File: config.mk
export PLATFORM = sky130hd
export DESIGN_NAME = bandpass_biquad_cascade_power_core
export DESIGN_NICKNAME = d
export VERILOG_FILES = /design/src/rtl/bpbq_pkg.sv /design/src/rtl/bpbq_div.sv /design/src/rtl/bandpass_biquad_cascade_power_core.sv
export SDC_FILE = /design/constraint.sdc
export NUM_CORES = 2
export LEC_CHECK = 0
export ABC_AREA = 1
export BUFFER_PORTS_ARGS = -buffer_cell sky130_fd_sc_hd__buf_2
export CORE_MARGIN = 5
export CORE_UTILIZATION = 45
export DETAILED_ROUTE_END_ITERATION = 10
export SLEW_MARGIN = 20
export SYNTH_ARGS = -nofsm -noshare
export SYNTH_HDL_FRONTEND = slang
export SYNTH_SLANG_ARGS = --single-unit
File: constraint.sdc
create_clock -name clk_i -period 13.7 [get_ports clk_i]
set_clock_uncertainty 0.2 [all_clocks]
set_input_delay 0.685 -clock clk_i [delete_from_list [all_inputs] [get_ports clk_i]]
set_output_delay 0.685 -clock clk_i [all_outputs]
set_load 0.01 [all_outputs]
File: src/rtl/bpbq_pkg.sv
// Package for the band-pass biquad cascade power meter.
// Holds sizes, register indexes, the sequencer state type, divider handshake
// structs and the saturation helpers. No dependencies.
package bpbq_pkg;

  localparam int SECTIONS       = 4;
  localparam int MAX_SEGMENT    = 1024;

  localparam int SAMPLE_W       = 16;
  localparam int COEF_W         = 32;
  localparam int SIG_W          = 32;
  localparam int PROD_W         = 2 * SIG_W;
  localparam int ACC_W          = 64;
  localparam int SUM_W          = 64;
  localparam int POWER_W        = 32;
  localparam int SAMPLE_COUNT_W = 11;
  localparam int CFG_IDX_W      = 2;
  localparam int CNT_W          = $clog2(MAX_SEGMENT + 1);
  localparam int SEC_AW         = (SECTIONS > 1) ? $clog2(SECTIONS) : 1;
  localparam int ITER_W         = $clog2(SUM_W);
  localparam int ROW_W          = 2 * SIG_W;

  // Register indexes
  localparam logic [CFG_IDX_W-1:0] CFG_B0 = 2'd0;
  localparam logic [CFG_IDX_W-1:0] CFG_A1 = 2'd1;
  localparam logic [CFG_IDX_W-1:0] CFG_A2 = 2'd2;

  localparam logic signed [ACC_W:0] ACC_LIM    = 65'sd1 <<< 61;
  localparam logic signed [ACC_W:0] SIG_MAX    = 65'sd2147483647;
  localparam logic signed [ACC_W:0] SIG_MIN    = -65'sd2147483648;
  localparam logic signed [ACC_W-1:0] ROUND_HALF = 64'sd1 <<< 27;

  typedef enum logic [3:0] {
    ST_IDLE,
    ST_MUL0,
    ST_MUL1,
    ST_MUL2,
    ST_ACC,
    ST_WB,
    ST_SQ,
    ST_SUM,
    ST_DIV
  } st_e;

  typedef struct packed {
    logic             start;
    logic [SUM_W-1:0] dividend;
    logic [CNT_W-1:0] divisor;
  } div_req_t;

  typedef struct packed {
    logic             done;
    logic [SUM_W-1:0] quotient;
  } div_rsp_t;

  // Clamp a wide partial sum to +-2^61.
  function automatic logic signed [ACC_W-1:0] clamp_acc(logic signed [ACC_W:0] v);
    logic signed [ACC_W:0] r;
    r = v;
    if (v > ACC_LIM) r = ACC_LIM;
    if (v < -ACC_LIM) r = -ACC_LIM;
    return ACC_W'(r);
  endfunction

  // Saturate to the signed 32-bit signal range.
  function automatic logic signed [SIG_W-1:0] sat_sig(logic signed [ACC_W:0] v);
    logic signed [ACC_W:0] r;
    r = v;
    if (v > SIG_MAX) r = SIG_MAX;
    if (v < SIG_MIN) r = SIG_MIN;
    return SIG_W'(r);
  endfunction

endpackage

File: src/rtl/bpbq_div.sv
// Restoring divider, one quotient bit per cycle.
// Divides the 64-bit square sum by the segment count; uses bpbq_pkg.
module bpbq_div
  import bpbq_pkg::*;
(
  input  logic     clk_i,
  input  logic     rst_ni,
  input  div_req_t req_i,
  output div_rsp_t rsp_o
);

  logic [SUM_W-1:0]  dq_q, dq_d;
  logic [CNT_W-1:0]  rem_q, rem_d;
  logic [CNT_W-1:0]  dvs_q;
  logic [ITER_W-1:0] iter_q;
  logic              busy_q, done_q;
  logic [CNT_W:0]    shifted, trial;

  always_comb begin
    shifted = {rem_q, dq_q[SUM_W-1]};
    trial   = shifted - {1'b0, dvs_q};
    if (!trial[CNT_W]) begin
      rem_d = trial[CNT_W-1:0];
      dq_d  = {dq_q[SUM_W-2:0], 1'b1};
    end else begin
      rem_d = shifted[CNT_W-1:0];
      dq_d  = {dq_q[SUM_W-2:0], 1'b0};
    end
  end

  always_ff @(posedge clk_i or negedge rst_ni) begin
    if (!rst_ni) begin
      busy_q <= 1'b0;
      done_q <= 1'b0;
      iter_q <= '0;
    end else if (req_i.start) begin
      busy_q <= 1'b1;
      done_q <= 1'b0;
      iter_q <= '0;
    end else if (busy_q) begin
      iter_q <= iter_q + 1'b1;
      if (iter_q == ITER_W'(SUM_W - 1)) begin
        busy_q <= 1'b0;
        done_q <= 1'b1;
      end
    end
  end

  always_ff @(posedge clk_i) begin
    if (req_i.start) begin
      dq_q  <= req_i.dividend;
      rem_q <= '0;
      dvs_q <= req_i.divisor;
    end else if (busy_q) begin
      dq_q  <= dq_d;
      rem_q <= rem_d;
    end
  end

  assign rsp_o.done     = done_q;
  assign rsp_o.quotient = dq_q;

endmodule

File: src/rtl/bandpass_biquad_cascade_power_core.sv
// Top level of the band-pass biquad cascade power meter.
// Sequencer, history memories, shared multiplier and accumulator; uses bpbq_pkg
// and bpbq_div.

// Each sample runs through SECTIONS band-pass biquads (b1 = 0, b2 = -b0,
// Q4.28 coefficients, Q24.8 signal), one section after another on a single
// shared 32x32 multiplier. The final output is squared and summed; on a
// sample marked last, or when the segment reaches MAX_SEGMENT samples, the
// block emits floor(sum / count / 65536) saturated to 32 bits, with the count,
// and clears all history, the sum and the count. The block takes no new sample
// until the one before it has run through all sections and been summed, since
// the multiplier is shared; a closing sample also waits for the bit-serial
// divider and, if needed, for the output register to drain. History lives in
// two one-row-per-section memories with a registered read; a valid bit per row
// stands in for the zero after reset and after each segment, so no clearing
// pass is needed. Write coefficients only while the block is idle.
module bandpass_biquad_cascade_power_core
  import bpbq_pkg::*;
(
  input  logic                      clk_i,
  input  logic                      rst_ni,
  input  logic                      cfg_we_i,
  input  logic [CFG_IDX_W-1:0]      cfg_idx_i,
  input  logic [COEF_W-1:0]         cfg_data_i,
  input  logic                      in_valid_i,
  output logic                      in_ready_o,
  input  logic signed [SAMPLE_W-1:0] sample_i,
  input  logic                      last_i,
  output logic                      out_valid_o,
  input  logic                      out_ready_i,
  output logic [POWER_W-1:0]        power_o,
  output logic [SAMPLE_COUNT_W-1:0] sample_count_o
);

  // Coefficients
  logic signed [COEF_W-1:0] b0_q, a1_q, a2_q;

  // Sequencer
  st_e               st_q, st_d;
  logic [SEC_AW-1:0] k_q;
  logic              k_last;

  // History memories: row k holds {h0, h1} of section k
  logic [ROW_W-1:0]    x_mem [SECTIONS];
  logic [ROW_W-1:0]    y_mem [SECTIONS];
  logic [ROW_W-1:0]    xrow_q, yrow_q;
  logic                rvld_q;
  logic [SECTIONS-1:0] row_vld_q;
  logic                rd_en, wr_en;
  logic [SEC_AW-1:0]   rd_addr;

  // Datapath
  logic signed [SIG_W-1:0]  x_q;
  logic                     fin_q;
  logic signed [PROD_W-1:0] prod_q, prod_d;
  logic signed [ACC_W-1:0]  acc_q;
  logic signed [SIG_W-1:0]  mul_a, mul_b;
  logic signed [SIG_W-1:0]  h_x1, h_x2, h_y1, h_y2;
  logic signed [SIG_W-1:0]  diff, y_new;
  logic signed [ACC_W:0]    acc_m_prod;
  logic [SUM_W-1:0]         sum_q, sum_sat;
  logic [SUM_W:0]           sum_ext;
  logic [CNT_W-1:0]         seen_q, cnt_inc;
  logic                     fin_now;

  // Output side
  logic                      out_valid_q;
  logic [POWER_W-1:0]        power_q;
  logic [SAMPLE_COUNT_W-1:0] count_q, count_res_q;
  logic                      out_free, out_load;
  logic [POWER_W-1:0]        power_sat;

  div_req_t div_req;
  div_rsp_t div_rsp;

  bpbq_div u_div (
    .clk_i  (clk_i),
    .rst_ni (rst_ni),
    .req_i  (div_req),
    .rsp_o  (div_rsp)
  );

  // Coefficient writes; indexes past the list drop silently
  always_ff @(posedge clk_i or negedge rst_ni) begin
    if (!rst_ni) begin
      b0_q <= '0;
      a1_q <= '0;
      a2_q <= '0;
    end else if (cfg_we_i) begin
      case (cfg_idx_i)
        CFG_B0:  b0_q <= cfg_data_i;
        CFG_A1:  a1_q <= cfg_data_i;
        CFG_A2:  a2_q <= cfg_data_i;
        default: ;
      endcase
    end
  end

  // History values, zero for rows not written since the last clear
  assign h_x1 = rvld_q ? xrow_q[ROW_W-1:SIG_W] : '0;
  assign h_x2 = rvld_q ? xrow_q[SIG_W-1:0]     : '0;
  assign h_y1 = rvld_q ? yrow_q[ROW_W-1:SIG_W] : '0;
  assign h_y2 = rvld_q ? yrow_q[SIG_W-1:0]     : '0;

  assign k_last     = (k_q == SEC_AW'(SECTIONS - 1));
  assign diff       = sat_sig({{(ACC_W-SIG_W+1){x_q[SIG_W-1]}}, x_q}
                            - {{(ACC_W-SIG_W+1){h_x2[SIG_W-1]}}, h_x2});
  assign acc_m_prod = {acc_q[ACC_W-1], acc_q} - {prod_q[PROD_W-1], prod_q};
  // Arithmetic shift right by 28, sign-extended to the 65-bit saturator input
  assign y_new      = sat_sig({{29{acc_q[ACC_W-1]}}, acc_q[ACC_W-1:28]});

  // Square sum with saturation at all ones; square of a 32-bit value is >= 0
  assign sum_ext = {1'b0, sum_q} + {1'b0, prod_q};
  assign sum_sat = sum_ext[SUM_W] ? '1 : sum_ext[SUM_W-1:0];
  assign cnt_inc = seen_q + 1'b1;
  assign fin_now = fin_q || (cnt_inc >= CNT_W'(MAX_SEGMENT));

  assign out_free  = !out_valid_q || out_ready_i;
  assign power_sat = (div_rsp.quotient[SUM_W-1:POWER_W+16] != '0) ? '1
                   : div_rsp.quotient[POWER_W+15:16];

  // Next state
  always_comb begin
    st_d = st_q;
    case (st_q)
      ST_IDLE: if (in_valid_i) st_d = ST_MUL0;
      ST_MUL0: st_d = ST_MUL1;
      ST_MUL1: st_d = ST_MUL2;
      ST_MUL2: st_d = ST_ACC;
      ST_ACC:  st_d = ST_WB;
      ST_WB:   st_d = k_last ? ST_SQ : ST_MUL0;
      ST_SQ:   st_d = ST_SUM;
      ST_SUM:  st_d = fin_now ? ST_DIV : ST_IDLE;
      ST_DIV:  if (div_rsp.done && out_free) st_d = ST_IDLE;
      default: st_d = ST_IDLE;
    endcase
  end

  // Sequencer outputs
  always_comb begin
    in_ready_o       = 1'b0;
    rd_en            = 1'b0;
    rd_addr          = '0;
    wr_en            = 1'b0;
    mul_a            = '0;
    mul_b            = '0;
    out_load         = 1'b0;
    div_req.start    = 1'b0;
    div_req.dividend = sum_sat;
    div_req.divisor  = cnt_inc;
    case (st_q)
      ST_IDLE: begin
        in_ready_o = 1'b1;
        rd_en      = in_valid_i;
      end
      ST_MUL0: begin
        mul_a = b0_q;
        mul_b = diff;
      end
      ST_MUL1: begin
        mul_a = a1_q;
        mul_b = h_y1;
      end
      ST_MUL2: begin
        mul_a = a2_q;
        mul_b = h_y2;
      end
      ST_WB: begin
        wr_en   = 1'b1;
        rd_en   = !k_last;
        rd_addr = k_q + 1'b1;
      end
      ST_SQ: begin
        mul_a = x_q;
        mul_b = x_q;
      end
      ST_SUM:  div_req.start = fin_now;
      ST_DIV:  out_load = div_rsp.done && out_free;
      default: ;
    endcase
  end

  assign prod_d = mul_a * mul_b;

  // History memories: synchronous read, write back at the end of a section
  always_ff @(posedge clk_i) begin
    if (rd_en) begin
      xrow_q <= x_mem[rd_addr];
      yrow_q <= y_mem[rd_addr];
    end
    if (wr_en) begin
      x_mem[k_q] <= {x_q, h_x1};
      y_mem[k_q] <= {y_new, h_y1};
    end
  end

  // Control state
  always_ff @(posedge clk_i or negedge rst_ni) begin
    if (!rst_ni) begin
      st_q        <= ST_IDLE;
      k_q         <= '0;
      row_vld_q   <= '0;
      rvld_q      <= 1'b0;
      sum_q       <= '0;
      seen_q      <= '0;
      out_valid_q <= 1'b0;
    end else begin
      st_q <= st_d;
      if (rd_en) rvld_q <= row_vld_q[rd_addr];
      if (st_q == ST_IDLE) k_q <= '0;
      if (wr_en) begin
        row_vld_q[k_q] <= 1'b1;
        k_q            <= k_q + 1'b1;
      end
      if (st_q == ST_SUM) begin
        // Close the segment: drop history, sum and count
        if (fin_now) begin
          row_vld_q <= '0;
          sum_q     <= '0;
          seen_q    <= '0;
        end else begin
          sum_q  <= sum_sat;
          seen_q <= cnt_inc;
        end
      end
      if (out_load) out_valid_q <= 1'b1;
      else if (out_ready_i) out_valid_q <= 1'b0;
    end
  end

  // Payload registers
  always_ff @(posedge clk_i) begin
    prod_q <= prod_d;
    if (st_q == ST_IDLE && in_valid_i) begin
      x_q   <= SIG_W'({{(SIG_W-SAMPLE_W){sample_i[SAMPLE_W-1]}}, sample_i} <<< 8);
      fin_q <= last_i;
    end
    case (st_q)
      ST_MUL1: acc_q <= prod_q;
      ST_MUL2: acc_q <= clamp_acc(acc_m_prod);
      ST_ACC:  acc_q <= clamp_acc(acc_m_prod) + ROUND_HALF;
      default: ;
    endcase
    if (wr_en) x_q <= y_new;
    if (st_q == ST_SUM && fin_now) count_res_q <= SAMPLE_COUNT_W'(cnt_inc);
    if (out_load) begin
      power_q <= power_sat;
      count_q <= count_res_q;
    end
  end

  assign out_valid_o    = out_valid_q;
  assign power_o        = power_q;
  assign sample_count_o = count_q;

endmodule

==> run metrics <==
post-synthesis simple-gate area fraction 0.170; IO buf count 100; Worst Setup SP rvld_q; Synth Area in Compound Gates 0.0899; Psw ~0.0015 W; Startpoint Class flop; worst skew pair latency 0.79 ns; outcome finished clean; CP peak stage delay 1.01 ns; sequential share of power 0.528; Post-Synth XOR/XNOR Area 0.0142; Hold Startpoint cfg_data_i[27]; Vias between 70000 and 80000; Routed WL per cell 24.2 µm; starting density of the core 0.453; Avg Vias per Cell 5.50; Most common cell on crit path fa_1; Ports 101; post-route setup slack between 1 and 1.5 ns; Final HPWL DP around 250000 µm; synth unique cells 69; hold slack about 0.061 ns; Synth Warn # 0; Net Sw Frac 0.213; filler cell count 19400; Worst-path clk slew 0.07 ns; Core Rows 166; Worst Setup End Kind flop; maximum root-to-sink buffer count 3; post-place setup slack 1.19 ns; unrepaired setup endpoints after global routing no; Total Nets Final 11900; Die H roughly 460 µm; Clock Tree Root clkbuf_16; Hold Path Class input pin to flop; Max H-tree Level 3; die area between 200000 and 250000 µm²; Post-Syn Nets approximately 12000; Post-synth EDFFs 855; antenna violations before repair 9; core area 205000 µm²; final hold vios 0; max_slew headroom 0.229; DRC violations left 0; part of the Yosys area used for sequential elements 0.344; arrival time at the worst endpoint 13.10 ns; Post-DRT Antenna Nets 0; crit path kind flop to flop; hold_buf cts 32; Period minus WS final 12.68 ns; ys async rst share 0.170; Area Growth Syn to Fin 8.24%; main combinational cell family by area after synthesis adder cells; global-route wire length before repair 475000 µm; maximum vdd drop 0.000128 V; Synth Area in Adders 0.283; ratio of final minimum period to clock period 0.926; CP max FO 47; clock share of power 0.460; CTS tree done; worst r2r src rvld_q; Logic pwr share 0.012; Post-Syn Area 92900 µm²; CTS buffer count 114; Post-Route WL 319000 µm; Post-Syn Instances 10400; Pint 0.00550 W; Avg Inst Size Synth 8.96 µm²; grt ovf 0; Slew Limit Fails 0; CTS resizes 0; max frequency 78.8 MHz; cell area after placement 96300 µm²; number of max-cap violations 0; PD cells 69.5 nW/µm²; actual slew at the worst max-slew pin 1.16 ns; die width 464 µm; final instance area 101000 µm²; Final setup viols 0; vias in the first global route 72800; CP max stage cell fa_1; Pleak ~45 nW; Post-CTS Setup Inserts 0; Tot GR Track Use 0.294; largest net degree at the start of global routing between 100 and 150; layout cells sized above 1 0.0746; Req. time, crit path about 14 ns; mux cell area share after synthesis 0; TritonRoute pass-1 iters 7; Sink Count 1121; routability congestion estimate from global placement between 1 and 1.5; top_reg_cell synth edfxtp_1; setup_tns 0 ns; Final Util 0.491; initial DRC count 6558; Seq cells post-synth ~1100
[registers in the layout (all words and copies together), names as in the netlist, 32 cells and up]
signal      flops
x_mem         256
y_mem         256
acc_q          64
prod_q         64
sum_q          64
u_div.dq_q     64
xrow_q         64
yrow_q         64
a1_q           32
a2_q           32
b0_q           32
power_o        32
x_q            32
[layer usage]
layer  GRT usage  share of wire  vias to the layer above
met1       0.419           0.43                    36200
met4       0.116          0.049                       12
li1            -              -                    32600
met2       0.449           0.44                     3167
met5           0        0.00027                        -
met3      0.0486          0.087                      555
[cells in the final DEF, fill, tap and decap left out, types with 161 or more instances in the layout]
| cell | count |
|---|---|
| nand2_1 | 2235 |
| inv_1 | 1958 |
| fa_1 | 1086 |
| nor2_1 | 929 |
| edfxtp_1 | 855 |
| a21oi_1 | 538 |
| o21ai_0 | 513 |
| ha_1 | 362 |
| dfrtp_1 | 189 |
| nand3_1 | 170 |
| or2_2 | 161 |
[cells in the mapped netlist (all sizes together) (75+ instances only)]
master,instances,area (µm²)
o21ai,543,2760
or2,162,1010
fa,1086,21700
nand4,78,488
clkbuf,267,1000
edfxtp,855,25700
xor2,89,795
nand3,193,1070
inv,1996,7490
ha,362,4530
nor2,976,3790
a22oi,129,968
buf,100,638
nand2,2300,8800
a21oi,541,2720
dfrtp,191,4780
dfxtp,75,1500
[layout make-up]
| type | instances | area [µm²] | share of cell area |
|---|---|---|---|
| antenna | 4 | 10.0 | 0.0000995 |
| tap | 2688 | 3360 | 0.0334 |
| inverter | 2014 | 7570 | 0.0753 |
| timing repair buffer | 264 | 1830 | 0.0182 |
| clock inverter | 81 | 897 | 0.00892 |
| sequential | 1121 | 32000 | 0.318 |
| multi-input combinational | 6868 | 52000 | 0.517 |
| clock buffer | 136 | 2970 | 0.0295 |
[kinds of logic (layout without fill, tap and decap cells)]
group                    Yosys count  count (layout)
adder cells (fa/ha/maj)         1448            1448
AND/OR/NAND/NOR                 3807            3807
buffers and inverters           2381            2495
AO/OA/AOI/OAI                   1464            1464
other                              0               4
XOR/XNOR                         149             149
flip-flops                      1121            1121
[power groups by stage]
stage                      logic, W  clock network, W  registers (W)
after floorplan           0.0000411                 0        0.00375
after global placement    0.0000730                 0        0.00375
after detailed placement  0.0000771                 0        0.00376
after CTS                 0.0000846           0.00327        0.00369
after global routing      0.0000978           0.00341        0.00369
final                     0.0000842           0.00322        0.00369
[per-stage QoR]
stage / power [W] / cells
after global routing: 0.00720 / 13200
after detailed placement: 0.00383 / 12900
final: 0.00699 / 13200
after floorplan: 0.00379 / 10400
after CTS: 0.00704 / 13200
after global placement: 0.00383 / 12900
[final timing paths]
check	end	slack [ns]	cells after the start
worst max-delay path	prod_q[58]	1.02	42
min in group asynchronous	seen_q[1]	0.31	2
worst max register to register	prod_q[58]	1.02	42
worst min register to register	sample_count_o[0]	0.28	0
max in group asynchronous	b0_q[26]	10.81	4
worst min-delay path	a2_q[27]	0.06	3
[critical path: cells and delay by family, from the launching register on]
family / cells / cell delay (ns)
simple gates: 12 / 2.02
compound gates: 8 / 1.53
fa+ha+maj: 11 / 6.00
xor+xnor: 2 / 0.36
buf+inv: 9 / 1.63
flops: 1 / 0.73
No activity file was read; power rests on OpenSTA's default activity.
